### config.mk
export PLATFORM = sky130hd
export DESIGN_NAME = stm_min
export DESIGN_NICKNAME = d
export VERILOG_FILES = /design/src/rtl/stm_pkg.sv /design/src/rtl/stm_min.sv
export SDC_FILE = /design/constraint.sdc
export NUM_CORES = 1
export LEC_CHECK = 0
export ABC_CLOCK_PERIOD_IN_PS = 1900
export BUFFER_PORTS_ARGS = -buffer_cell sky130_fd_sc_hd__clkbuf_2
export CORE_AREA = 2 2 102 104
export DETAILED_ROUTE_END_ITERATION = 8
export DIE_AREA = 0 0 104 106
export GPL_TIMING_DRIVEN = 0
export PLACE_DENSITY = 0.81
export SYNTH_ARGS = -nofsm -noshare
export SYNTH_HDL_FRONTEND = slang
export SYNTH_SLANG_ARGS = --single-unit
### constraint.sdc
create_clock -name vclk -period 1.9
set_input_delay 0.095 -clock vclk [all_inputs]
set_output_delay 0.095 -clock vclk [all_outputs]
set_load 0.01 [all_outputs]
### src/rtl/stm_pkg.sv
package stm_pkg;

    localparam int VALUE_W          = 64;
    localparam int RANGE_W          = 10;
    localparam int LEN_W            = RANGE_W + 1;
    localparam int K_W              = $clog2(LEN_W);
    localparam int MAX_ELEMENTS_DEF = 1024;
    localparam int LEVELS_DEF       = 11;

    localparam logic REQ_LOAD  = 1'b0;
    localparam logic REQ_QUERY = 1'b1;

    typedef logic signed [VALUE_W-1:0] value_t;

    typedef enum logic [3:0] {
        ST_IDLE,
        ST_BUILD_LEVEL,
        ST_BUILD_RD_A,
        ST_BUILD_RD_B,
        ST_BUILD_WR,
        ST_QUERY_CHECK,
        ST_QUERY_RD_A,
        ST_QUERY_RD_B,
        ST_QUERY_MIN,
        ST_QUERY_OUT
    } stm_state_t;

    // Index of the highest set bit; zero for a zero input.
    function automatic logic [K_W-1:0] floor_log2(input logic [LEN_W-1:0] len);
        logic [K_W-1:0] k;
        k = '0;
        for (int b = 0; b < LEN_W; b++)
        begin
            if (len[b])
            begin
                k = K_W'(b);
            end
        end
        return k;
    endfunction

endpackage

### src/rtl/stm_min.sv
module stm_min (
    input  stm_pkg::value_t a,
    input  stm_pkg::value_t b,
    output stm_pkg::value_t y
);
    import stm_pkg::*;

    assign y = (a < b) ? a : b;
endmodule

---- Yosys cells after proc, flatten, opt, wreduce, memory -nomap -nowiden ----
Index checks and enable logic that the tools add are counted.
cells by class
  $lt $le $gt $ge ......................... 1
  muxes and demuxes ....................... 1
operators with widths
  cell            number
  $lt A64 B64 Y1  1
  $mux W64        1
storage, ports and cells
  bits in registers ....................... 0
  input port bits ......................... 128
  output and inout port bits .............. 64
  word-level logic and storage cells ...... 2

---- Longest topological paths before layout ----
  word-level depth ........................ 2
  depth in mapped cells ................... 11
  mapped depth without buffers ............ 9

---- Least setup slack after synthesis ----
OpenSTA, ideal clock, no wires.
  path type ............................... input-to-output
  start ................................... input b[14]
  end ..................................... output y[13]
  data arrival time ....................... 2034 ps
  data required time ...................... 1805 ps
  slack ................................... -229 ps
  cell stages on the path ................. 10
  buffers on the path ..................... 1
  path through ............................ inv_1 > ha_1 > a21oi_1 > nand2_1 > a2111oi_2 > o21ai_1 > a41oi_4 > clkbuf_1 > a22oi_1 > or2_1
between the ends
  cells in the longest elaborated chain, start to end .. 2
RTL lines
  item            line          source
  from (decl)     stm_min.sv:3  input stm_pkg::value_t b,
  $lt A64 B64 Y1  stm_min.sv:8  assign y = (a < b) ? a : b;
  $mux W64        stm_min.sv:8
  to (decl)       stm_min.sv:4  output stm_pkg::value_t y
No other way between the ends.

---- Worst setup path after layout ----
  start ................................... input b[42]
  end ..................................... output y[62]
Same word-level chain as after synthesis.

==> flow_summary_export.csv <==
group,metric,value,unit
sta,hold_viol,0,
drt,vias_per_cell,5.695,
layout,fillers,777,
worst_setup_path,slowest_stage,"a211o_1",
layout,final_cell_area,7328,sq um
floorplan,dieArea,11020,sq um
pwr,p_clk_frac,0,
layout,clock_buffers,0,
layout,layout_commonest_cell,"clkbuf_2",
place,dpl.hpwl,11860,um
layout,syn2layout_area_growth,59.59,%
sta,finalSetupViolCount,64,
yosys,syn_inst,737,
worst_setup_path,critPathKind,"in -> out",
layout,layout-drive-gt1-share,0.3986,
pwr,seq_power_share,0,
pwr,p_per_area,340.1,nW/um^2
pwr,combPwrFrac,1.000,
yosys,syn_nets,928,
layout,most-common-layout-cells,"clkbuf_2, nand2_1, nand2b_1",
pwr,swShare,0.5177,
yosys,ys_warn_count,0,
worst_hold_path,min_path_cells,5,
pwr,internal_power,1.202,mW
worst_setup_path,crit_fanout,6,
yosys,synth_area,4592,sq um
global_routing,antenna_found_initial,0,
worst_setup_path,crit_path_start_kind,"input port",
floorplan,rows,37,
layout,final_nets,1164,
layout,insertedDiodeCount,0,
sta,slew_viol_final,0,
run_status,run_status,"complete, but fails checks",
yosys,seq_area_frac_synth,0,
worst_hold_path,min_to,"y[42]",
worst_setup_path,cp_cell_sequence,"buf_6, inv_2, ha_4, nand4_1, nor3_2, buf_4, a21oi_1, a211o_1, buf_6, o211ai_4, buf_12, buf_8, a211oi_1, or2_1, clkbuf_2",
run_status,violations,"negative setup slack",
drt,drtPass1Iterations,5,
clock_tree,holdBufCountCts,0,
global_routing,grt_first_pass_wirelength,28860,um
yosys,synth_cell_types,38,
worst_setup_path,max_stage_delay,0.32,ns
job,maxCapViolations,0,
worst_setup_path,arrival,2.40,ns
worst_hold_path,hp-start,"a[42]",
place,dpl_cell_area,5847,sq um
sta,min_period,2.492,ns
floorplan,die_w,104,um
sta,rsz0062_at_grt,"yes",
sta,max-slew-margin-rel,0.6592,
drt,drt_wl_total,18690,um
place,portBuffers,192,
drt,drtAntennaViolNets,0,
floorplan,start_util,0.4592,
worst_hold_path,hold_path_class,"in -> out",
pwr,power_leakage,3.555,nW
sta,fin_ws,-0.5921,ns
sta,worstMarginPinSlew,0.5112,ns
layout,nFlopsAndLatches,0,
place,dp.cells,1065,
yosys,synth.avg_cell_area,6.231,sq um
global_routing,grt_pass1_vias,6011,
drt,drtIter0Drc,532,
layout,register_area,0,sq um
drt,vias,6304,
pwr,p_sw,1.290,mW
pwr,ir_drop,0.0002147,V
worst_setup_path,cp_common_cell,"buf_6",
layout,multi_input_area,4830,sq um
floorplan,die_y,106,um
global_routing,grt_start_max_net_pins,11,
worst_setup_path,required,1.80,ns
floorplan,ios,192,
layout,finalNonFillerCells,1107,
global_routing,grt_use_total,0.3051,
sta,max_freq,401.3,MHz
drt,wire_per_inst,16.88,um
worst_setup_path,endpoint_kind,"primary output",
place,gp_congestion,0.8648,
floorplan,coreArea,10000,sq um
drt,route.detailed.drc,0,
sta,min_period_over_period,1.312,
global_routing,grt-ovfl-total,0,
## synthesized netlist by cell type, types with 2 or more instances
| library cell | n | area share |
|---|---|---|
| buf_2 | 16 | 0.017 |
| nand3_1 | 10 | 0.011 |
| nor2_1 | 10 | 0.0082 |
| and4_1 | 2 | 0.0038 |
| a21oi_1 | 26 | 0.028 |
| nand4_1 | 5 | 0.0068 |
| o21a_1 | 2 | 0.0033 |
| buf_6 | 6 | 0.015 |
| o21ai_0 | 8 | 0.0087 |
| ha_1 | 63 | 0.17 |
| inv_1 | 64 | 0.052 |
| nand2_1 | 146 | 0.12 |
| nand2b_1 | 129 | 0.18 |
| a211oi_1 | 65 | 0.11 |
| or2_2 | 4 | 0.0054 |
| or2_1 | 60 | 0.082 |
| o211a_1 | 2 | 0.0044 |
| a211o_1 | 2 | 0.0038 |
| a22oi_1 | 66 | 0.11 |
| nor2b_1 | 2 | 0.0027 |
| clkbuf_1 | 32 | 0.026 |
## critical path: cells and delay by family
family                     cells  cell delay, ns
buffers and inverters          7            0.87
adders and majority gates      1            0.26
and+or+nand+nor                3            0.68
AOI/OAI and AO/OA              4            0.50
## power groups by stage
stage	sequential (mW)	clock (mW)	combinational, mW
finish	0	0	2.49
global route	0	0	2.69
CTS	0	0	2.25
detailed placement	0	0	1.92
global placement	0	0	1.89
floorplan	0	0	1.23
## repair_timing
action,4_1_cts,5_1_grt
pin swaps,68,36
hold endpoints to repair,0,0
buffers inserted,20,9
gates cloned,11,2
endpoints found under the setup margin,64,64
gates resized for setup,162,89
## cell families (layout without fill, tap and decap cells)
| family | Yosys count | count (layout) | synth area share |
|---|---|---|---|
| compound gates | 182 | 184 | 0.2894 |
| fa+ha+maj | 63 | 63 | 0.1717 |
| buf+inv | 118 | 350 | 0.1106 |
| simple gates | 374 | 374 | 0.4283 |
## cell type report
| type | count | share of cell area |
|---|---|---|
| buffer | 54 | 0.06966 |
| inverter | 64 | 0.03415 |
| tap | 136 | 0.02322 |
| timing repair buffer | 232 | 0.2139 |
| multi-input combinational | 621 | 0.6590 |
## worst max path at each step
| stage | to | from | slack [ns] | cells after the start |
|---|---|---|---|---|
| after floorplan | y[34] | b[54] | -0.12 | 11 |
| after global placement | y[6] | b[42] | -0.74 | 12 |
| after detailed placement | y[34] | b[42] | -0.79 | 12 |
| after CTS | y[62] | b[61] | -0.48 | 13 |
| after global routing | y[6] | b[29] | -0.74 | 14 |
| final | y[62] | b[42] | -0.59 | 15 |
## metal layers
layer  share of wire  track usage  routed length (um)  vias up
met5               0            0                   0        -
met2            0.50       0.5555                9354      311
met4           0.025      0.07239                 459        0
met1            0.40       0.3763                7516     2923
met3           0.073      0.04721                1358       52
li1                -            -                   -     3018
## stage by stage
step | worst slack (ns) | utilization | power [mW] | setup TNS (ns) | hold WS [ns]
after floorplan | -0.1154 | - | 1.227 | -6.586 | 0.4799
after global placement | -0.7424 | 0.5847 | 1.894 | -45.10 | 0.6907
after detailed placement | -0.7934 | 0.5847 | 1.918 | -48.31 | 0.6997
after CTS | -0.4830 | 0.6912 | 2.253 | -28.25 | 0.6998
after global routing | -0.7382 | 0.7329 | 2.690 | -42.02 | 0.7000
final | -0.5921 | 0.7329 | 2.492 | -34.45 | 0.6701
No activity file was read; power rests on OpenSTA's default activity.
