--- config.mk ---
export PLATFORM = sky130hd
export DESIGN_NAME = stm_seq_flat
export DESIGN_NICKNAME = d
export VERILOG_FILES = /design/src/rtl/stm_pkg.sv /design/src/rtl/stm_if.sv /design/src/rtl/stm_seq.sv /design/src/flat_wrapper.sv
export SDC_FILE = /design/constraint.sdc
export NUM_CORES = 1
export LEC_CHECK = 0
export BUFFER_PORTS_ARGS = -buffer_cell sky130_fd_sc_hd__buf_4
export CAP_MARGIN = 10
export CORE_AREA = 5 5 168 170
export CTS_CLUSTER_DIAMETER = 200
export DETAILED_ROUTE_END_ITERATION = 10
export DIE_AREA = 0 0 173 175
export HOLD_SLACK_MARGIN = 0.03
export PLACE_DENSITY = 0.91
export SLEW_MARGIN = 10
export SYNTH_ARGS = -nofsm -noshare
export SYNTH_HDL_FRONTEND = slang
export SYNTH_SLANG_ARGS = --single-unit
--- constraint.sdc ---
create_clock -name clk -period 9.75 [get_ports clk]
set_input_delay 1.4625 -clock clk [delete_from_list [all_inputs] [get_ports clk]]
set_output_delay 1.4625 -clock clk [all_outputs]
set_load 0.02 [all_outputs]
--- src/rtl/stm_pkg.sv ---
package stm_pkg;

    localparam int VALUE_W          = 64;
    localparam int RANGE_W          = 10;
    localparam int LEN_W            = RANGE_W + 1;
    localparam int K_W              = $clog2(LEN_W);
    localparam int MAX_ELEMENTS_DEF = 1024;
    localparam int LEVELS_DEF       = 11;

    localparam logic REQ_LOAD  = 1'b0;
    localparam logic REQ_QUERY = 1'b1;

    typedef logic signed [VALUE_W-1:0] value_t;

    typedef enum logic [3:0] {
        ST_IDLE,
        ST_BUILD_LEVEL,
        ST_BUILD_RD_A,
        ST_BUILD_RD_B,
        ST_BUILD_WR,
        ST_QUERY_CHECK,
        ST_QUERY_RD_A,
        ST_QUERY_RD_B,
        ST_QUERY_MIN,
        ST_QUERY_OUT
    } stm_state_t;

    // Index of the highest set bit; zero for a zero input.
    function automatic logic [K_W-1:0] floor_log2(input logic [LEN_W-1:0] len);
        logic [K_W-1:0] k;
        k = '0;
        for (int b = 0; b < LEN_W; b++)
        begin
            if (len[b])
            begin
                k = K_W'(b);
            end
        end
        return k;
    endfunction

endpackage

--- src/rtl/stm_if.sv ---
interface stm_req_if;
    import stm_pkg::*;

    logic               valid;
    logic               ready;
    logic               req_type;
    value_t             elem_value;
    logic               final_element;
    logic [RANGE_W-1:0] range_left;
    logic [RANGE_W-1:0] range_right;

    modport source (
        output valid, req_type, elem_value, final_element, range_left, range_right,
        input  ready
    );

    modport sink (
        input  valid, req_type, elem_value, final_element, range_left, range_right,
        output ready
    );
endinterface

interface stm_res_if;
    import stm_pkg::*;

    logic   valid;
    logic   ready;
    value_t range_minimum;
    logic   query_error;

    modport source (
        output valid, range_minimum, query_error,
        input  ready
    );

    modport sink (
        input  valid, range_minimum, query_error,
        output ready
    );
endinterface

--- src/rtl/stm_seq.sv ---
module stm_seq #(
    parameter int MAX_ELEMENTS = stm_pkg::MAX_ELEMENTS_DEF,
    parameter int LEVELS       = stm_pkg::LEVELS_DEF,
    parameter int ADDR_W       = $clog2(LEVELS * MAX_ELEMENTS)
) (
    input  logic              clk,
    input  logic              rst_n,
    stm_req_if.sink           req,
    stm_res_if.source         res,
    output logic              mem_we,
    output logic [ADDR_W-1:0] mem_waddr,
    output stm_pkg::value_t   mem_wdata,
    output logic [ADDR_W-1:0] mem_raddr,
    input  stm_pkg::value_t   mem_rdata,
    output stm_pkg::value_t   min_a,
    input  stm_pkg::value_t   min_y
);
    import stm_pkg::*;

    localparam int CNT_W  = $clog2(MAX_ELEMENTS + 1);
    localparam int IDX_W  = $clog2(MAX_ELEMENTS);
    localparam int LVL_W  = $clog2(LEVELS + 1);
    localparam int SPAN_W = ((CNT_W > LEVELS) ? CNT_W : LEVELS) + 1;
    localparam logic [ADDR_W-1:0] ROW = ADDR_W'(MAX_ELEMENTS);

    stm_state_t          state_reg, state_next;
    logic [CNT_W-1:0]    count_reg, count_next;
    logic                table_ready_reg, table_ready_next;
    logic [LVL_W-1:0]    lvl_reg, lvl_next;
    logic [IDX_W-1:0]    i_reg, i_next;
    logic [ADDR_W-1:0]   base_reg, base_next;
    logic                out_valid_reg, out_valid_next;
    value_t              out_min_reg, out_min_next;
    logic                out_err_reg, out_err_next;
    value_t              a_reg, a_next;
    value_t              min_reg, min_next;
    logic [RANGE_W-1:0]  left_reg, left_next;
    logic [RANGE_W-1:0]  right_reg, right_next;
    logic [K_W-1:0]      k_reg, k_next;
    logic                err_reg, err_next;

    logic                accept;
    logic                out_free;
    logic [SPAN_W-1:0]   span;
    logic [SPAN_W-1:0]   half;
    logic [IDX_W-1:0]    i_inc;
    logic                level_go;
    logic                build_more;
    logic [LEN_W-1:0]    q_len;
    logic [K_W-1:0]      q_k;
    logic                q_err;
    logic [ADDR_W-1:0]   k_base;
    logic [LEN_W-1:0]    off_b;
    logic [ADDR_W-1:0]   rd_a_addr;
    logic [CNT_W-1:0]    eff_count;

    assign accept   = req.valid && req.ready;
    assign out_free = !out_valid_reg || res.ready;

    assign span       = SPAN_W'(1) << lvl_reg;
    assign half       = span >> 1;
    assign i_inc      = i_reg + IDX_W'(1);
    assign level_go   = (int'(lvl_reg) < LEVELS) && (span <= SPAN_W'(count_reg));
    assign build_more = (SPAN_W'(i_inc) + span) <= SPAN_W'(count_reg);
    assign rd_a_addr  = base_reg - ROW + ADDR_W'(i_reg);

    assign q_len  = {1'b0, right_reg} - {1'b0, left_reg} + LEN_W'(1);
    assign q_k    = floor_log2(q_len);
    assign q_err  = !table_ready_reg || (left_reg > right_reg)
                  || (32'(right_reg) >= 32'(count_reg)) || (int'(q_k) >= LEVELS);
    assign k_base = ADDR_W'(int'(k_reg) * MAX_ELEMENTS);
    assign off_b  = {1'b0, right_reg} + LEN_W'(1) - (LEN_W'(1) << k_reg);

    assign eff_count = table_ready_reg ? '0 : count_reg;

    assign req.ready         = (state_reg == ST_IDLE);
    assign res.valid         = out_valid_reg;
    assign res.range_minimum = out_min_reg;
    assign res.query_error   = out_err_reg;
    assign min_a             = a_reg;

    always_ff @(posedge clk or negedge rst_n)
    begin
        if (!rst_n)
        begin
            state_reg       <= ST_IDLE;
            count_reg       <= '0;
            table_ready_reg <= 1'b0;
            lvl_reg         <= '0;
            i_reg           <= '0;
            base_reg        <= '0;
            out_valid_reg   <= 1'b0;
        end
        else
        begin
            state_reg       <= state_next;
            count_reg       <= count_next;
            table_ready_reg <= table_ready_next;
            lvl_reg         <= lvl_next;
            i_reg           <= i_next;
            base_reg        <= base_next;
            out_valid_reg   <= out_valid_next;
        end
    end

    always_ff @(posedge clk)
    begin
        out_min_reg <= out_min_next;
        out_err_reg <= out_err_next;
        a_reg       <= a_next;
        min_reg     <= min_next;
        left_reg    <= left_next;
        right_reg   <= right_next;
        k_reg       <= k_next;
        err_reg     <= err_next;
    end

    always_comb
    begin
        state_next = state_reg;
        case (state_reg)
            ST_IDLE:
            begin
                if (accept)
                begin
                    if (req.req_type == REQ_QUERY)
                    begin
                        state_next = ST_QUERY_CHECK;
                    end
                    else if (req.final_element)
                    begin
                        state_next = ST_BUILD_LEVEL;
                    end
                end
            end
            ST_BUILD_LEVEL: state_next = level_go ? ST_BUILD_RD_A : ST_IDLE;
            ST_BUILD_RD_A:  state_next = ST_BUILD_RD_B;
            ST_BUILD_RD_B:  state_next = ST_BUILD_WR;
            ST_BUILD_WR:    state_next = build_more ? ST_BUILD_RD_A : ST_BUILD_LEVEL;
            ST_QUERY_CHECK: state_next = q_err ? ST_QUERY_OUT : ST_QUERY_RD_A;
            ST_QUERY_RD_A:  state_next = ST_QUERY_RD_B;
            ST_QUERY_RD_B:  state_next = ST_QUERY_MIN;
            ST_QUERY_MIN:   state_next = ST_QUERY_OUT;
            ST_QUERY_OUT:   state_next = out_free ? ST_IDLE : ST_QUERY_OUT;
            default:        state_next = ST_IDLE;
        endcase
    end

    always_comb
    begin
        count_next       = count_reg;
        table_ready_next = table_ready_reg;
        lvl_next         = lvl_reg;
        i_next           = i_reg;
        base_next        = base_reg;
        out_valid_next   = out_valid_reg && !res.ready;
        out_min_next     = out_min_reg;
        out_err_next     = out_err_reg;
        a_next           = a_reg;
        min_next         = min_reg;
        left_next        = left_reg;
        right_next       = right_reg;
        k_next           = k_reg;
        err_next         = err_reg;
        mem_we           = 1'b0;
        mem_waddr        = ADDR_W'(eff_count);
        mem_wdata        = req.elem_value;
        mem_raddr        = rd_a_addr;

        case (state_reg)
            ST_IDLE:
            begin
                if (accept)
                begin
                    if (req.req_type == REQ_LOAD)
                    begin
                        // A load after a build starts a fresh array.
                        table_ready_next = 1'b0;
                        count_next       = eff_count;
                        if (eff_count < CNT_W'(MAX_ELEMENTS))
                        begin
                            mem_we     = 1'b1;
                            count_next = eff_count + CNT_W'(1);
                        end
                        if (req.final_element)
                        begin
                            lvl_next  = LVL_W'(1);
                            base_next = ROW;
                        end
                    end
                    else
                    begin
                        left_next  = req.range_left;
                        right_next = req.range_right;
                    end
                end
            end
            ST_BUILD_LEVEL:
            begin
                i_next = '0;
                if (!level_go)
                begin
                    table_ready_next = 1'b1;
                end
            end
            ST_BUILD_RD_A:
            begin
                mem_raddr = rd_a_addr;
            end
            ST_BUILD_RD_B:
            begin
                mem_raddr = rd_a_addr + ADDR_W'(half);
                a_next    = mem_rdata;
            end
            ST_BUILD_WR:
            begin
                mem_we    = 1'b1;
                mem_waddr = base_reg + ADDR_W'(i_reg);
                mem_wdata = min_y;
                if (build_more)
                begin
                    i_next = i_inc;
                end
                else
                begin
                    lvl_next  = lvl_reg + LVL_W'(1);
                    base_next = base_reg + ROW;
                end
            end
            ST_QUERY_CHECK:
            begin
                k_next   = q_k;
                err_next = q_err;
            end
            ST_QUERY_RD_A:
            begin
                mem_raddr = k_base + ADDR_W'(left_reg);
            end
            ST_QUERY_RD_B:
            begin
                mem_raddr = k_base + ADDR_W'(off_b);
                a_next    = mem_rdata;
            end
            ST_QUERY_MIN:
            begin
                min_next = min_y;
            end
            ST_QUERY_OUT:
            begin
                if (out_free)
                begin
                    out_valid_next = 1'b1;
                    out_min_next   = err_reg ? '0 : min_reg;
                    out_err_next   = err_reg;
                end
            end
            default:
            begin
                mem_we = 1'b0;
            end
        endcase
    end
endmodule

--- src/flat_wrapper.sv ---
// flat-port wrapper written by rule: the top's interface ports become plain ports
module stm_seq_flat import stm_pkg::*;
#(
    parameter int MAX_ELEMENTS = stm_pkg::MAX_ELEMENTS_DEF,
    parameter int LEVELS       = stm_pkg::LEVELS_DEF,
    parameter int ADDR_W       = $clog2(LEVELS * MAX_ELEMENTS)
)
  (clk, rst_n, mem_we, mem_waddr, mem_wdata, mem_raddr, mem_rdata, min_a, min_y, req_valid, req_req_type, req_elem_value, req_final_element, req_range_left, req_range_right, req_ready, res_valid, res_range_minimum, res_query_error, res_ready);
  stm_req_if req_i ();
  stm_res_if res_i ();
  input  logic clk;
  input  logic rst_n;
  output logic mem_we;
  output logic [ADDR_W-1:0] mem_waddr;
  output stm_pkg::value_t mem_wdata;
  output logic [ADDR_W-1:0] mem_raddr;
  input  stm_pkg::value_t mem_rdata;
  output stm_pkg::value_t min_a;
  input  stm_pkg::value_t min_y;
  input wire logic [$bits(req_i.valid)-1:0] req_valid;
  input wire logic [$bits(req_i.req_type)-1:0] req_req_type;
  input wire logic [$bits(req_i.elem_value)-1:0] req_elem_value;
  input wire logic [$bits(req_i.final_element)-1:0] req_final_element;
  input wire logic [$bits(req_i.range_left)-1:0] req_range_left;
  input wire logic [$bits(req_i.range_right)-1:0] req_range_right;
  output wire logic [$bits(req_i.ready)-1:0] req_ready;
  output wire logic [$bits(res_i.valid)-1:0] res_valid;
  output wire logic [$bits(res_i.range_minimum)-1:0] res_range_minimum;
  output wire logic [$bits(res_i.query_error)-1:0] res_query_error;
  input wire logic [$bits(res_i.ready)-1:0] res_ready;
  assign req_i.valid = req_valid;
  assign req_i.req_type = req_req_type;
  assign req_i.elem_value = req_elem_value;
  assign req_i.final_element = req_final_element;
  assign req_i.range_left = req_range_left;
  assign req_i.range_right = req_range_right;
  assign req_ready = req_i.ready;
  assign res_valid = res_i.valid;
  assign res_range_minimum = res_i.range_minimum;
  assign res_query_error = res_i.query_error;
  assign res_i.ready = res_ready;
  stm_seq #(.MAX_ELEMENTS(MAX_ELEMENTS), .LEVELS(LEVELS), .ADDR_W(ADDR_W)) u_core (.clk(clk), .rst_n(rst_n), .req(req_i), .res(res_i), .mem_we(mem_we), .mem_waddr(mem_waddr), .mem_wdata(mem_wdata), .mem_raddr(mem_raddr), .mem_rdata(mem_rdata), .min_a(min_a), .min_y(min_y));
endmodule
; ---- Word level (Yosys, flattened, before mapping)
; Cells that the tools add are included.
[classes]
n_bitwise = 1
div = 0
n_addsub = 15
reduce_logical = 22
magnitude_cmp = 7
eq_ne = 16
shift = 2
muxes = 44
mul = 0
[ops]
columns = cell, n
row1 = 14-bit 2-to-1 mux, 5
row2 = 4-bit 2-to-1 mux, 17
row3 = 64-bit 2-to-1 mux, 1
row4 = 14-bit by 10-bit adder with 14-bit output, 3
row5 = 14-bit one-hot mux with 3 select lines, 1
row6 = 4-bit one-hot mux with 10 select lines, 1
row7 = 14-bit by 11-bit adder with 14-bit output, 2
row8 = 14-bit one-hot mux with 2 select lines, 1
row9 = 12-bit by 11-bit less-or-equal comparator with 1-bit output, 2
row10 = 11-bit by 1-bit adder with 11-bit output (second input constant), 2
row11 = 11-bit 2-to-1 mux, 2
row12 = 10-bit one-hot mux with 2 select lines, 1
row13 = 4-bit by 3-bit equality test with 1-bit output (second input constant), 4
row14 = 14-bit by 11-bit adder with 14-bit output (second input constant), 1
row15 = 14-bit by 11-bit subtractor with 14-bit output (second input constant), 1
row16 = 10-bit by 12-bit adder with 12-bit output, 1
row17 = 1-bit by 4-bit left shift with 12-bit output (first input constant), 1
row18 = 10-bit by 1-bit adder with 11-bit output (second input constant), 1
row19 = 10-bit by 11-bit >= comparator with 1-bit output, 1
row20 = 11-bit less-than comparator (second input constant), 1
row21 = 1-bit by 4-bit left shift with 11-bit output (first input constant), 1
row22 = 10-bit by 10-bit subtractor with 11-bit output, 1
row23 = 11-bit subtractor, 1
row24 = 10-bit by 1-bit adder with 10-bit output (second input constant), 1
row25 = other kinds (26), 54
[totals]
mem_count = 0
out_inout_bits = 224
mem_bits_ro = 0
elab_cells = 122
ram_bits = 0
reg_bits = 263
inputBits = 218
latch_bits = 0

; ---- Logic depth before layout (Yosys ltp)
; Gate-level depths: netlist (run 1).
[depth]
word_depth = 16
depth_mapped = 24
mapped_depth_nobuf = 23

; ---- Worst setup path after synthesis (run 1)
; No wires, ideal clock.
[synth_timing]
path_type = register to output
start = register u_core.k_reg[1]
end = output mem_raddr[12]
arrival_time_ns = 4.079
path_stages_with_launch = 21
n_path_buf = 1
required_time_ns = 8.287
slack_ns = 4.208
path_cell_list = edfxtp_1 > clkbuf_1 > nor2b_1 > nand2_1 > ha_1 > ha_1 > a21o_1 > a21oi_1 > o21bai_1 > a21oi_1 > o21ai_0 > a21o_1 > a21oi_1 > xnor2_1 > ha_1 > ha_1 > a21oi_1 > nand2_1 > a21boi_0 > or4b_1 > and3_1
[synth_between]
elab_chain_cells = 4
word_cells_on_any_way = 5
classes_between = add/sub (3) / shift (1) / mux (1)
[synth_lines]
columns = element, line
row1 = "start, declared", stm_seq.sv:39  ; logic [K_W-1:0] k_reg, k_next;
row2 = "start signal, assigned", stm_seq.sv:114  ; k_reg <= k_next;
row3 = 1-bit by 4-bit left shift with 11-bit output, stm_seq.sv:72  ; assign off_b = {1'b0, right_reg} + LEN_W'(1) - (LEN_W'(1) << k_reg);
row4 = 11-bit subtractor, stm_seq.sv:72
row5 = 14-bit by 11-bit adder with 14-bit output, stm_seq.sv:241  ; mem_raddr = k_base + ADDR_W'(off_b);
row6 = 14-bit one-hot mux with 3 select lines *, stm_seq.sv:170  ; case (state_reg)
row7 = "end, declared", flat_wrapper.sv:16  ; output logic [ADDR_W-1:0] mem_raddr;
; Mark *: on every way between the ends. The rest lies on a longest branch, timed or not.

; ---- Worst setup path after layout (run 1)
[layout_timing]
start = register u_core.k_reg[2]
end = output mem_raddr[12]
; Same word-level chain as after synthesis.

==> results of run 1 <==
==> cell type report <==
class / count / area, um^2 / share of cell area (%)
tap: 341 / 427 / 2.34
sequential: 253 / 7420 / 40.6
inverter: 58 / 218 / 1.19
clock inverter: 10 / 161 / 0.884
multi-input combinational: 782 / 5920 / 32.4
antenna: 1 / 2.50 / 0.0137
clock buffer: 38 / 757 / 4.14
timing repair buffer: 448 / 3360 / 18.4
==> stage by stage <==
step                      hold WS, ns  setup slack [ns]  cells
after floorplan                 0.424              4.21   1138
after global placement          0.487              3.68   1882
after detailed placement        0.496              3.71   1882
after CTS                       0.510              3.11   1930
after global routing            0.532              2.49   1930
final                           0.512              3.12   1931
==> path summary, 6_finish.rpt <==
kind / slack [ns] / cells after the start / to / from
worst max-delay path: 3.12 / 21 / mem_raddr[12] / u_core.k_reg[2]
worst min-delay path: 0.51 / 1 / u_core.count_reg[1] / u_core.count_reg[1]
worst max register to register: 4.66 / 21 / u_core.i_reg[7] / u_core.lvl_reg[0]
worst min register to register: 0.51 / 1 / u_core.count_reg[1] / u_core.count_reg[1]
max in group asynchronous: 8.47 / 1 / u_core.state_reg[3] / rst_n
min in group asynchronous: 0.91 / 1 / u_core.i_reg[7] / rst_n
==> worst register-to-register path: stages, from the launching register on <==
cell and delay, ns:
dfrtp_1 0.41, inv_1 0.11, ha_1 0.25, nand2_1 0.13, inv_1 0.07, ha_1 0.20, fa_1 0.41, a21o_1 0.21
nor2_1 0.10, a21oi_1 0.08, a21o_1 0.22, a41o_1 0.26, a21o_1 0.18, a21oi_1 0.17, xnor2_1 0.14, ha_1 0.26
a21oi_1 0.18, o211ai_1 0.11, o21ai_0 0.46, nand4b_2 0.28, a21bo_1 0.45, a31o_2 0.32
==> report_power, final <==
| group | switching [W] | total, W | internal, W |
|---|---|---|---|
| Combinational | 0.00101 | 0.00169 | 0.000686 |
| Sequential | 0.000147 | 0.00152 | 0.00138 |
| Clock | 0.000421 | 0.00107 | 0.000647 |
| Total | 0.00158 | 0.00428 | 0.00271 |
==> Yosys cell counts, types with 4 or more instances <==
cell type | number | area [um^2]
and2_1 | 15 | 93.8
fa_1 | 5 | 100
o211ai_1 | 10 | 75.1
a21oi_1 | 59 | 295
ha_1 | 112 | 1400
and3_1 | 11 | 68.8
o31ai_1 | 13 | 97.6
a31o_2 | 4 | 35.0
edfxtp_1 | 218 | 6550
nand4_1 | 15 | 93.8
or3_1 | 6 | 37.5
nand2_1 | 76 | 285
a311oi_1 | 4 | 35.0
a21o_1 | 21 | 158
mux2_2 | 67 | 754
clkbuf_1 | 40 | 150
a22oi_1 | 6 | 45.0
o21ai_0 | 39 | 195
nor3_1 | 12 | 60.1
a211oi_1 | 4 | 30.0
mux2i_1 | 5 | 50.1
xor2_1 | 16 | 140
nand3_1 | 40 | 200
a31oi_1 | 10 | 62.6
dfrtp_1 | 35 | 876
inv_1 | 58 | 218
nor2_1 | 47 | 176
nor2b_1 | 81 | 507
o21a_1 | 11 | 82.6
xnor2_1 | 25 | 219
nand2b_1 | 15 | 93.8
==> layer usage <==
| metal | vias to the layer above | wire length, um |
|---|---|---|
| met5 | - | 11 |
| met4 | 2 | 1240 |
| met3 | 79 | 4400 |
| met2 | 597 | 23900 |
| met1 | 5485 | 17200 |
| li1 | 5051 | - |
==> cells by family (layout without fill, tap and decap cells) <==
logic type	count (synthesis)	in the layout	synth area share [%]
multiplexers	72	72	5.87
adder cells (fa/ha/maj)	117	117	10.9
XOR/XNOR	42	42	2.82
buffers and inverters	103	554	2.91
flip-flops	253	253	54.1
AO/OA/AOI/OAI	212	212	10.2
AND/OR/NAND/NOR	339	339	13.2
other	0	1	0
==> impl_metrics.env, run 1 <==
export IMPL_outcome="completed"
export IMPL_ys_ff_latch=253
export IMPL_dr_first_iter_drc_count=1069
export IMPL_drv_slew=0
export IMPL_post_route_cell_area_mm2=0.0183
export IMPL_hold_viol_final=0
export IMPL_end_kind="output port"
export IMPL_worstSkewPairLatency_ns=0.54
export IMPL_cts_clk_slew_worst_paths_ns=0.06
export IMPL_fin_skew_ns=0.0247
export IMPL_post_dp_hpwl_um=36800
export IMPL_finish_utilization_pct=68.7
export IMPL_critPathMaxFanout=7
export IMPL_final_layout_size_suffix_gt1_share_pct=36.4
export IMPL_cts_path_max_buffers=3
export IMPL_powerDensity_mw_per_mm2=235
export IMPL_worst_ep_required_time_ns=8.29
export IMPL_grt_pass1_wl_um=68900
export IMPL_slowest_stage="nor4_1"
export IMPL_cp_arrival_ns=5.16
export IMPL_drt_wl_total_um=46700
export IMPL_p_leak_nw=7.92
export IMPL_grtUsageMet2_pct=52.1
export IMPL_maxSlewHeadroom_pct=38.4
export IMPL_mostFrequentLayoutCell="buf_4"
export IMPL_syn_nets=1473
export IMPL_first_pass_iters=5
export IMPL_top_usage_layer="met2"
export IMPL_wl_per_cell_um=24.2
export IMPL_fin_crit_sh_pct=68.0
export IMPL_synth_distinct_cells=75
export IMPL_cts_repair_resized=0
export IMPL_fin_nets=1905
export IMPL_crit_family="compound AO/OA/AOI/OAI gates"
export IMPL_rows=60
export IMPL_finalCriticalPeriod_ns=6.63
export IMPL_path_buf_inv=2
export IMPL_synth_edf_count=218
export IMPL_overflow=0
export IMPL_gr_usage_met3_pct=7.36
export IMPL_grt_use_total_pct=29.5
export IMPL_dieArea_mm2=0.0303
export IMPL_grt_max_degree=69
export IMPL_crit_top_cell="ha_1"
export IMPL_worstSetupPathType="register to output port"
export IMPL_yosys_warnings=0
export IMPL_syn_instance_count=1138
export IMPL_grt_pass1_vias=11000
export IMPL_num_vias=11200
export IMPL_synth_ff_type="edfxtp_1"
export IMPL_fill_cells=1926
export IMPL_die_w_um=173
export IMPL_drc_errors=0
export IMPL_avgSynthCellArea_um2=12.1
export IMPL_drv_cap=0
export IMPL_post_cts_setup_buffer_count=0
export IMPL_gp_congestion=0.962
export IMPL_cts_buffers=27
export IMPL_max_freq_ghz=0.151
export IMPL_die_h_um=175
export IMPL_portBuffers=441
export IMPL_slowest_delay_ns=0.51
export IMPL_crit_path_start_kind="register"
export IMPL_grt_util_met1_pct=36.6
export IMPL_worstMarginPinSlew_ns=0.923
export IMPL_ys_seq_area_share_pct=54.1
export IMPL_start_util_pct=51.6
export IMPL_finalSetupViolations=0
export IMPL_fin_total_pwr_w=0.00428
export IMPL_tritoncts="built"
export IMPL_clock_sinks=253
export IMPL_io_pins=442
export IMPL_cts_root_buf="clkbuf_16"
export IMPL_synthArstFlopShare_pct=13.8
export IMPL_htreeDepth=1
export IMPL_antenna_found_initial=2
export IMPL_dpl_cell_area_mm2=0.0173
export IMPL_path_cells="nor4_1 -> ha_1 -> inv_1 -> ha_1 -> a21o_1 -> a21oi_1 -> o21bai_1 -> a21oi_1 -> o21ai_0 -> a21o_1 -> a21oi_1 -> xnor2_1 -> ha_1 -> ha_1 -> nand2_1 -> nand2_1 -> nand2_1 -> a21boi_0 -> or4b_1 -> and3_1 -> buf_4"
export IMPL_syn_cell_area_mm2=0.0137
export IMPL_ant_nets=0
export IMPL_areaGrowthSynthToFinish_pct=33.2
export IMPL_coreArea_mm2=0.0266
export IMPL_ir_drop_v=0.000188
export IMPL_holdBufCountCts=0
export IMPL_final_cell_mix="buf_4, edfxtp_1, ha_1"
export IMPL_setup_tns_ns=0
export IMPL_viasPerCell=5.81
export IMPL_rsz0062_at_grt="no"
export IMPL_hold_path_class="register to register"
Power figures use the tool's default switching activity.
==> run 2: changes to the inputs <==
--- a/config.mk
+++ b/config.mk
@@ -5,12 +5,13 @@
 export SDC_FILE = /design/constraint.sdc
 export NUM_CORES = 1
 export LEC_CHECK = 0
+export ABC_AREA = 1
 export BUFFER_PORTS_ARGS = -buffer_cell sky130_fd_sc_hd__buf_4
 export CAP_MARGIN = 10
-export CORE_AREA = 5 5 168 170
+export CORE_MARGIN = 5
+export CORE_UTILIZATION = 52
 export CTS_CLUSTER_DIAMETER = 200
 export DETAILED_ROUTE_END_ITERATION = 10
-export DIE_AREA = 0 0 173 175
 export HOLD_SLACK_MARGIN = 0.03
 export PLACE_DENSITY = 0.91
 export SLEW_MARGIN = 10
==> constraint.sdc (replaced) <==
create_clock -name clk -period 6.2 [get_ports clk]
set_input_delay 0.93 -clock clk [delete_from_list [all_inputs] [get_ports clk]]
set_output_delay 0.93 -clock clk [all_outputs]
set_load 0.02 [all_outputs]
==> run 2 against run 1 <==
- flip-flop and latch count is the same
- combinational power grew 59%
- clock-buffer cell count shrank 3
- clock power grew 62%
- synthesized area grew 0.28%
- register-to-register slack lost 2.9 ns
- sequential share of layout area shrank 0.19 points
- hold slack lost 0.16 ns
- largest power group unchanged
==> impl_metrics.env, run 2 <==
export IMPL_worst_ep_required_time_ns=5.27
export IMPL_swShare_pct=38.0
export IMPL_ant_nets=0
export IMPL_synthTopCellsByCount="nand2_1, edfxtp_1, inv_1"
export IMPL_worstSetupPathType="register to output port"
export IMPL_comb_power_share_pct=39.8
export IMPL_synth_distinct_cells=44
export IMPL_grt_pass1_vias=12100
export IMPL_syn_nets=1797
export IMPL_post_cts_setup_buffer_count=0
export IMPL_drt_wl_total_um=45800
export IMPL_powerDensity_mw_per_mm2=368
export IMPL_io_pins=442
export IMPL_coreArea_mm2=0.0261
export IMPL_portBuffers=441
export IMPL_fin_nets=2234
export IMPL_final_cell_mix="buf_4, nand2_1, edfxtp_1"
export IMPL_antenna_found_initial=0
export IMPL_syn_cell_area_mm2=0.0138
export IMPL_end_kind="output port"
export IMPL_holdBufCountCts=0
export IMPL_fin_skew_ns=0.00872
export IMPL_overflow=0
export IMPL_start_util_pct=52.8
export IMPL_tritoncts="built"
export IMPL_diodes=0
export IMPL_critPathMaxFanout=7
export IMPL_synthArstFlopShare_pct=13.8
export IMPL_synth_top_area_cell="edfxtp_1"
export IMPL_gp_congestion=0.965
export IMPL_avgSynthCellArea_um2=9.41
export IMPL_synth_top_area_share_pct=47.6
export IMPL_grt_use_total_pct=29.2
export IMPL_outcome="completed"
export IMPL_cts_repair_resized=0
export IMPL_cts_buffers=28
export IMPL_worstSkewPairLatency_ns=0.54
export IMPL_syn_instance_count=1462
export IMPL_drc_errors=0
export IMPL_dr_first_iter_drc_count=1162
export IMPL_worstMarginPinSlew_ns=1.03
export IMPL_hold_path_class="input port to async pin"
export IMPL_cts_clk_slew_worst_paths_ns=0.06
export IMPL_max_freq_ghz=0.178
export IMPL_p_leak_nw=8.91
export IMPL_areaGrowthSynthToFinish_pct=33.4
export IMPL_drv_cap=0
export IMPL_viasPerCell=5.46
export IMPL_first_pass_iters=5
export IMPL_synth_edf_count=218
export IMPL_mostFrequentLayoutCell="buf_4"
export IMPL_worst_slack_ns=0.590
export IMPL_cts_path_max_buffers=3
export IMPL_grt_max_degree=76
export IMPL_power_share_clock_pct=25.6
export IMPL_crit_top_cell="nand2_1"
export IMPL_finish_utilization_pct=70.4
export IMPL_crit_family="simple AND/OR/NAND/NOR gates"
export IMPL_num_vias=12300
export IMPL_ys_ff_latch=253
export IMPL_fin_total_pwr_w=0.00675
export IMPL_ir_drop_v=0.000313
export IMPL_path_buf_inv=2
export IMPL_maxSlewHeadroom_pct=30.8
export IMPL_reg2reg_depth=25
export IMPL_dpl_worst_slack_ns=1.20
export IMPL_path_cells="nor4_1 -> ha_1 -> inv_1 -> ha_1 -> nand3_1 -> nand2_1 -> nand2_1 -> nand2_1 -> a21oi_1 -> nor2_1 -> o21ai_0 -> nand2_1 -> nand2_1 -> nand2_1 -> a21oi_1 -> xor2_1 -> ha_1 -> ha_1 -> nand2_1 -> o21ai_0 -> a31oi_1 -> o21ai_0 -> buf_4"
export IMPL_p_sw_w=0.00257
export IMPL_synth_ff_type="edfxtp_1"
export IMPL_cell_internal_pwr_w=0.00418
export IMPL_dpl_cell_count=2204
export IMPL_regToRegSetupSlack_ns=1.81
export IMPL_yosys_warnings=0
export IMPL_synth_area_leaders="edfxtp_1, nand2_1, ha_1"
export IMPL_slowest_stage="nor4_1"
export IMPL_wl_per_cell_um=20.3
export IMPL_worstReg2RegEnd="u_core.base_reg[13]"
export IMPL_crit_path_start_kind="register"
export IMPL_fin_crit_sh_pct=90.5
export IMPL_finalCriticalPeriod_ns=5.61
export IMPL_cts_root_buf="clkbuf_16"
export IMPL_r2r_start="u_core.lvl_reg[0]"
export IMPL_die_w_um=173
export IMPL_slowest_delay_ns=0.53
export IMPL_grt_pass1_wl_um=69600
export IMPL_rows=59
export IMPL_yosys_cell_count_top_type="nand2_1"
export IMPL_rsz0062_at_grt="no"
export IMPL_fill_cells=1907
export IMPL_cp_arrival_ns=4.68
export IMPL_drv_slew=0
export IMPL_ys_seq_area_share_pct=54.0
export IMPL_final_layout_size_suffix_gt1_share_pct=27.0
export IMPL_power_share_sequential_pct=34.7
export IMPL_final_cells=2254
export IMPL_dieArea_mm2=0.0298
export IMPL_finalSetupViolations=0
export IMPL_hold_viol_final=0
export IMPL_setup_tns_ns=0
export IMPL_die_h_um=173
export IMPL_htreeDepth=1
export IMPL_post_dp_hpwl_um=35400
export IMPL_clock_sinks=253
## run 2: changes by cell type after synthesis, moves of 15 or more
cell | previous run | this run
nand2_1 | 76 | 389
inv_1 | 58 | 210
nor2_1 | 47 | 151
nor2b_1 | 81 | 0
mux2_2 | 67 | 0
a21o_1 | 21 | 3
and2_1 | 15 | 0
nand2b_1 | 15 | 0
## run 2: per-stage QoR
step           hold slack (ns)  cell area, um^2
6_report                 0.349            18400
5_1_grt                  0.374            18400
4_1_cts                  0.353            18400
3_5_place_dp             0.475            17400
3_3_place_gp             0.459            17400
2_1_floorplan            0.424            13800
## run 2: area by class of cell
cell class	count	area, um^2	share of cell area (%)
Clock buffer	35	748	4.08
Clock inverter	15	204	1.11
Inverter	214	803	4.38
Multi-Input combinational cell	953	5390	29.3
Sequential cell	253	7420	40.4
Tap cell	335	419	2.28
Timing Repair Buffer	449	3370	18.4
## run 2: per-layer routing
| layer | track usage [%] | vias up | wire length (um) |
|---|---|---|---|
| met5 | 0 | - | 0 |
| met4 | 9.18 | 0 | 1680 |
| met3 | 5.44 | 129 | 3560 |
| met2 | 53.2 | 631 | 23500 |
| met1 | 34.9 | 5857 | 17000 |
| li1 | - | 5685 | - |
## run 2: how the worst max path moves through the flow
stage                             start                  end  slack [ns]  cells after the start
floorplan           u_core.state_reg[0]  u_core.state_reg[0]        0.34                      8
global placement        u_core.k_reg[2]        mem_raddr[11]        1.25                     23
detailed placement      u_core.k_reg[2]        mem_raddr[11]        1.20                     23
CTS                     u_core.k_reg[2]        mem_raddr[11]        0.60                     23
global route            u_core.k_reg[2]        mem_raddr[11]        0.17                     23
finish                  u_core.k_reg[2]        mem_raddr[11]        0.59                     23
## run 2: kinds of logic (layout without fill, tap and decap cells)
kind of cell	Yosys count	count (layout)	share of synthesized area [%]
AO/OA/AOI/OAI	141	141	5.89
XOR/XNOR	38	38	2.42
flip-flops	253	253	54.0
adder cells (fa/ha/maj)	117	117	10.9
AND/OR/NAND/NOR	657	657	19.7
buffers and inverters	256	713	7.10
## run 2: power groups by stage
stage | combinational (W) | sequential (W) | clock [W]
finish | 0.00268 | 0.00234 | 0.00173
global route | 0.00291 | 0.00236 | 0.00183
CTS | 0.00267 | 0.00234 | 0.00175
detailed placement | 0.00265 | 0.00237 | 0
global placement | 0.00257 | 0.00235 | 0
floorplan | 0.00140 | 0.00252 | 0
## run 2: worst register-to-register path, cell delays in order (launching register included)
cell and delay [ns]:
dfrtp_1 0.43, inv_1 0.13, ha_1 0.22, inv_1 0.07, nor3_1 0.60, ha_1 0.40, a21oi_1 0.15, nand2_1 0.06
nand2_1 0.08, o21ai_0 0.09, a21o_1 0.19, nand3_1 0.08, nand2_1 0.09, nand3_1 0.08, nand2_1 0.06, xor2_1 0.16
ha_1 0.30, nand3_1 0.11, o211ai_1 0.23, inv_2 0.06, nand2_2 0.07, nand2_2 0.06, nand2_4 0.23, nand2_2 0.17
nand2_1 0.12, nand2_1 0.06
